## src/rtl/mppk_pkg.sv

```systemverilog
package mppk_pkg;

    localparam int GridSize     = 1024;
    localparam int GridBits     = $clog2(GridSize);
    localparam int CordicStages = 18;
    localparam int CordicWidth  = 34;
    localparam int SampleWidth  = 18;
    localparam logic signed [CordicWidth-1:0] CordicX0 = 34'sd652032874;
    localparam logic signed [SampleWidth-1:0] OutMax = 18'sd131071;
    localparam logic signed [SampleWidth-1:0] OutMin = -18'sd131072;

    localparam logic [0:0] RegPotScale  = 1'b0;
    localparam logic [0:0] RegPropScale = 1'b1;

    localparam logic ReqTransmit  = 1'b0;
    localparam logic ReqPropagate = 1'b1;

    // Arctangent of 2^-i in 2^-32 turns
    function automatic logic [31:0] atan_turns(input logic [4:0] i);
        logic [31:0] r;
        begin
            case (i)
                5'd0:  r = 32'h20000000;
                5'd1:  r = 32'h12E4051E;
                5'd2:  r = 32'h09FB385B;
                5'd3:  r = 32'h051111D4;
                5'd4:  r = 32'h028B0D43;
                5'd5:  r = 32'h0145D7E1;
                5'd6:  r = 32'h00A2F61E;
                5'd7:  r = 32'h00517C55;
                5'd8:  r = 32'h0028BE53;
                5'd9:  r = 32'h00145F2F;
                5'd10: r = 32'h000A2F98;
                5'd11: r = 32'h000517CC;
                5'd12: r = 32'h00028BE6;
                5'd13: r = 32'h000145F3;
                5'd14: r = 32'h0000A2FA;
                5'd15: r = 32'h0000517D;
                5'd16: r = 32'h000028BE;
                5'd17: r = 32'h0000145F;
                5'd18: r = 32'h00000A30;
                5'd19: r = 32'h00000518;
                5'd20: r = 32'h0000028C;
                5'd21: r = 32'h00000146;
                5'd22: r = 32'h000000A3;
                5'd23: r = 32'h00000051;
                5'd24: r = 32'h00000029;
                5'd25: r = 32'h00000014;
                5'd26: r = 32'h0000000A;
                5'd27: r = 32'h00000005;
                5'd28: r = 32'h00000003;
                5'd29: r = 32'h00000001;
                5'd30: r = 32'h00000001;
                default: r = 32'h00000000;
            endcase
            return r;
        end
    endfunction

    // Data handed from one CORDIC cell to the next
    typedef struct packed {
        logic                          vld;
        logic                          flip;
        logic [31:0]                   z;
        logic signed [CordicWidth-1:0] x;
        logic signed [CordicWidth-1:0] y;
        logic signed [SampleWidth-1:0] sr;
        logic signed [SampleWidth-1:0] si;
    } cell_data_t;

endpackage

```

## src/rtl/mppk_cell.sv

```systemverilog
// One CORDIC rotation stage; the shift and angle are fixed by the cell index
module mppk_cell (
    input  logic                clk,
    input  logic                rst_n,
    input  logic [4:0]          idx,
    input  mppk_pkg::cell_data_t d,
    output mppk_pkg::cell_data_t q
);

    mppk_pkg::cell_data_t q_reg;
    mppk_pkg::cell_data_t q_next;
    logic signed [mppk_pkg::CordicWidth-1:0] dx;
    logic signed [mppk_pkg::CordicWidth-1:0] dy;
    logic [31:0] ang;

    // Rotate toward zero residual angle
    always_comb
    begin
        dx     = d.y >>> idx;
        dy     = d.x >>> idx;
        ang    = mppk_pkg::atan_turns(idx);
        q_next = d;
        if (d.z[31])
        begin
            q_next.x = d.x + dx;
            q_next.y = d.y - dy;
            q_next.z = d.z + ang;
        end
        else
        begin
            q_next.x = d.x - dx;
            q_next.y = d.y + dy;
            q_next.z = d.z - ang;
        end
    end

    // Advance the item; only the valid flag is cleared by reset
    always_ff @(posedge clk or negedge rst_n)
    begin
        if (!rst_n)
        begin
            q_reg.vld <= 1'b0;
        end
        else
        begin
            q_reg <= q_next;
        end
    end

    assign q = q_reg;

endmodule

```

## config.mk

```make
export PLATFORM = sky130hd
export DESIGN_NAME = mppk_cell
export DESIGN_NICKNAME = d
export VERILOG_FILES = /design/src/rtl/mppk_pkg.sv /design/src/rtl/mppk_cell.sv
export SDC_FILE = /design/constraint.sdc
export NUM_CORES = 1
export LEC_CHECK = 0
export BUFFER_PORTS_ARGS = -buffer_cell sky130_fd_sc_hd__buf_2
export CORE_MARGIN = 4
export CORE_UTILIZATION = 62
export CTS_BUF_LIST = sky130_fd_sc_hd__clkbuf_2
export CTS_CLUSTER_DIAMETER = 100
export DETAILED_ROUTE_END_ITERATION = 8
export GPL_TIMING_DRIVEN = 0
export PLACE_DENSITY_LB_ADDON = 0.15
export SLEW_MARGIN = 40
export SYNTH_ARGS = -nofsm -noshare
export SYNTH_HDL_FRONTEND = slang
export SYNTH_SLANG_ARGS = --single-unit
```

## constraint.sdc

```tcl
create_clock -name clk -period 1.2 [get_ports clk]
set_clock_uncertainty 0.05 [all_clocks]
set_input_delay 0.06 -clock clk [delete_from_list [all_inputs] [get_ports clk]]
set_output_delay 0.06 -clock clk [all_outputs]
set_load 0.01 [all_outputs]
```

==> results of run 1 <==
-- per-layer routing --
metal	global-route usage, %	overflow
met1	84.6	33
met2	102	391
met3	78.7	30
met4	96.0	221
met5	44.8	17
-- per-stage QoR --
stage	hold WS [ns]	std cells	instance area, um2	util [%]
2_1_floorplan	-0.286	1723	17000	-
3_3_place_gp	0.119	2338	18900	72.6
3_5_place_dp	0.130	2340	18900	72.9
4_1_cts	-0.519	2693	23700	91.2
-- logic make-up after synthesis --
logic type,after synthesis,synth area share (%)
AOI/OAI and AO/OA,528,21.2
DFF,138,25.3
and+or+nand+nor,440,13.3
buffers and inverters,148,4.71
xor gates and xnor gates,173,9.26
adders and majority gates,111,8.63
muxes,185,17.6
-- timing repair --
action,4_1_cts
hold buffers,82
endpoints found under the setup margin,238
cloned,5
pin swaps,200
endpoints found under the hold margin,263
gates resized for setup,403
buffers inserted,245
-- Yosys cell counts (all sizes together), types with 29 or more instances --
cell type    n  area, um2
a21o        54        405
a21oi      174        871
a31oi       34        213
buf         64        455
clkbuf      35        131
edfxtp     137       4110
ha         108       1350
inv         49        184
mux2        30        338
mux2i       82        833
mux4        73       1710
nand2      116        435
nand3       29        145
nor2       123        464
nor2b       29        181
o21ai       65        325
xnor2      115       1010
xor2        58        508
==> metrics.md, run 1 <==
| Metric | Value |
|---|---|
| Status | stopped before the end |
| Stage where the run ended | global routing |
| Error | [ERROR GRT-0232] Routing congestion too high. Check the congestion heatmap in the GUI. |
| PortBufs | 280 |
| Async S/R FF share, synth | 0.725% |
| Largest net degree at the start of global routing | 86 |
| Synth Cell Area | 0.0164 mm2 |
| CTS Buf Count | 17 |
| Mapped Nets | 1979 |
| Synth Register Bits | 138 |
| Synthesized area per cell | 9.50 um2 |
| Remaining global-route overflow | 692 |
| Worst endpoint type | sequential cell input |
| Most used DFF post-synth | edfxtp_1 |
| Post-synth EDFFs | 137 |
| Seq/Total Area, Yosys | 25.3% |
| HPWL Detailed | 51.8 mm |
| Root Buffer | clkbuf_2 |
| Clock buffer depth | 2 |
| # IOs | 283 |
| Vert. Die Dim | 170 um |
| Post-synth cell types | 92 |
| CTS Sinks | 138 |
| Die extent in x | 170 um |
| Std cell rows | 59 |
| Routability cong. | 1.08 |
| Critical endpoint after global-route timing repair | q[66]$_DFFE_PP_/D |
| Dpl ws | -5.26 ns |
| Number of cells produced by synthesis | 1723 |
| H-Tree Depth | 4 |
| Yosys warns | 0 |
| Overall routing resource usage | 88.9% |
| Starting Density | 63.0% |
==> run 2: changes to the inputs <==
- CORE_UTILIZATION: 62 -> 40
- CTS_BUF_LIST: sky130_fd_sc_hd__clkbuf_2 -> default
- CTS_CLUSTER_DIAMETER: 100 -> default
==> run 2 against run 1 <==
  * The flow now finishes, with violations (negative hold slack, negative setup slack)
  * Area after synthesis stayed put
  * Synthesized cell count stayed put
==> metrics.md, run 2 <==
| Metric | Value |
|---|---|
| Finished Layout Cells | 2860 |
| Clock buffer depth | 2 |
| Number of cells produced by synthesis | 1723 |
| DRT Wirelength | 75.1 mm |
| Routability cong. | 1.06 |
| Async S/R FF share, synth | 0.725% |
| Critical Path Fanout Max | 7 |
| HPWL Detailed | 54.3 mm |
| Switching share of power | 39.8% |
| Worst path max stage delay | 0.54 ns |
| Detailed-route via count | 17.8k |
| DRC viols | 0 |
| Final worst slack | -3.74 ns |
| Post-synth top cells | 174 x a21oi_1, 137 x edfxtp_1, 122 x nor2_1 |
| Failing checks | negative hold slack, negative setup slack |
| Status | complete, but fails checks |
| Area Overhead vs Synth | 50.0% |
| Max-slew violations | 0 |
| Critical path's most frequent cell | buf_12 |
| Leakage | 10.2 nW |
| Footprint of the multi-input gates | 0.0137 mm2 |
| Design Area, Final | 0.0245 mm2 |
| CP top delay family | compound AO/OA/AOI/OAI gates |
| Starting Density | 40.8% |
| # fillers | 3409 |
| Total die area | 0.0442 mm2 |
| Max-cap violation count | 0 |
| Vert. Die Dim | 210 um |
| Fin crit share | 412% |
| Max reg flops | 138 |
| Critical path class | in2reg |
| Seq/Total Area, Yosys | 25.3% |
| Initial antenna violation count | 1 |
| CTS tree | yes |
| Synthesized area per cell | 9.50 um2 |
| Critical path launch point type | primary input |
| H-Tree Depth | 4 |
| Drt first pass iters | 6 |
| Max Freq | 202 MHz |
| Post-synth EDFFs | 137 |
| Std cell rows | 73 |
| Commonest non-fill, non-tap cell in the layout | buf_2 |
| Vias in the first global route | 17.4k |
| Power density cells | 1200 mW/mm2 |
| Hold buffers post-CTS | 40 |
| Layout cell share with drive strength beyond 1 | 48.2% |
| Overall routing resource usage | 32.3% |
| Top-count cell post-synth | a21oi_1 |
| Clk pwr share | 18.2% |
| Commonest cells after routing, fill and taps aside | 285 x buf_2, 223 x buf_4, 137 x edfxtp_1, 109 x a21oi_1, 104 x nand2_1 |
| Critical-path cell list | buf_12, buf_12, buf_12, buf_12, buf_6, mux4_2, mux2_4, a221o_1, a21oi_4, buf_6, and2_4, and4b_4, and2_4, a31oi_1, xor2_1, ha_2, nand4_1, o31a_1, a211o_1, nand2_2, a21oi_4, o31ai_2, xor2_1 |
| Hold crit path type | in2reg |
| First-pass GRT wire length | 108 mm |
| PortBufs | 280 |
| Post-route ant nets | 0 |
| CTS Sinks | 138 |
| Crit. End Element | register |
| Bufs and invs on worst path | 6 |
| Final Hold Vio Count | 26 |
| Synth Register Bits | 138 |
| Worst Path Required | 1.38 ns |
| Root Buffer | clkbuf_16 |
| Pin slew with the least headroom to its limit | 0.976 ns |
| Detailed-route wire length per cell | 26.2 um |
| # setup viols final | 100 |
| Yosys warns | 0 |
| Most used DFF post-synth | edfxtp_1 |
| Mapped Nets | 1979 |
| Largest net degree at the start of global routing | 78 |
| # IOs | 283 |
| CTS Buf Count | 17 |
| Worst Path Arrival | 5.12 ns |
| Area after DPL | 0.0192 mm2 |
| Maximum VDD drop | 1.13 mV |
| Fin Setup TNS | -284.32 ns |
| Max-Slew Margin vs Limit | 34.9% |
| Hold WS | -0.144 ns |
| Seq pwr share | 24.1% |
| Drt via density | 6.21 |
| Crit path time final | 4.94 ns |
| Slowest-stage cell, CP | mux4_2 |
| Dpl ws | -5.24 ns |
| Nets | 2577 |
| Clk slew on worst S/H paths | 0.06 ns |
| Placed insts | 2530 |
| Synth Cell Area | 0.0164 mm2 |
| Internal power | 17.7 mW |
| Post-synth top area cell | edfxtp_1 |
| Post-layout util | 61.2% |
| Combinational share of power | 57.7% |
| Synth top area share | 25.1% |
| Die extent in x | 210 um |
| Core area | 0.0401 mm2 |
| Post-synth cell types | 92 |
| Synth top area cells | edfxtp_1 25%, ha_1 8.3%, mux4_2 7.7% |
| Power Total | 29.5 mW |
| DR iter-0 viols | 1669 |
| RSZ-0062 raised after global routing | yes |
| P_sw | 11.7 mW |
| Remaining global-route overflow | 0 |
| Register area | 0.00414 mm2 |
[run 2: cell counts after synthesis]
No cell type changed its count.
[run 2: worst paths after layout]
kind	from	endpoint	cells after the start	slack, ns
min in group asynchronous	rst_n	q[137]$_DFF_PN0_	3	0.62
min	d[104]	q[104]$_DFFE_PP_	2	-0.14
max in group asynchronous	rst_n	q[137]$_DFF_PN0_	3	0.33
max	idx[0]	q[102]$_DFFE_PP_	23	-3.74
[run 2: power groups by stage]
| stage | logic (mW) | registers (mW) | clock network (mW) |
|---|---|---|---|
| 5_1_grt | 18.1 | 7.20 | 5.72 |
| 2_1_floorplan | 8.01 | 7.80 | 0 |
| 3_3_place_gp | 12.5 | 7.17 | 0 |
| 6_report | 17.0 | 7.09 | 5.36 |
| 4_1_cts | 15.1 | 7.11 | 5.58 |
| 3_5_place_dp | 12.6 | 7.19 | 0 |
[run 2: cell families (layout without fill, tap and decap cells)]
kind of cell | count (synthesis) | after routing | synth area share, %
AOI/OAI and AO/OA | 528 | 528 | 21.2
xor gates and xnor gates | 173 | 173 | 9.26
adders and majority gates | 111 | 111 | 8.63
buffers and inverters | 148 | 759 | 4.71
DFF | 138 | 138 | 25.3
muxes | 185 | 185 | 17.6
other | 0 | 1 | 0
and+or+nand+nor | 440 | 440 | 13.3
[run 2: what timing repair did]
action	in CTS	in global routing
pin swaps	171	134
endpoints found under the setup margin	102	101
buffers inserted	190	81
cloned	6	0
hold endpoints to repair	110	22
resized for setup	340	185
[run 2: metal layers]
metal / global-route usage, % / part of all wire [%]
met5: 0 / 0
met3: 5.86 / 7.7
met1: 40.3 / 39
met4: 16.1 / 5.6
met2: 53.8 / 48
[run 2: area by class of cell]
type                    count  area share (%)
diodes                      1          0.0102
plain buffers              89            4.04
clock buffers              18            1.75
clock inverters            14           0.627
inverters                  49           0.836
multi-input cells        1437            56.0
flip-flops and latches    138            16.9
well taps                 525            2.68
repair buffers            589            17.2
No activity file was read; power rests on OpenSTA's default activity.
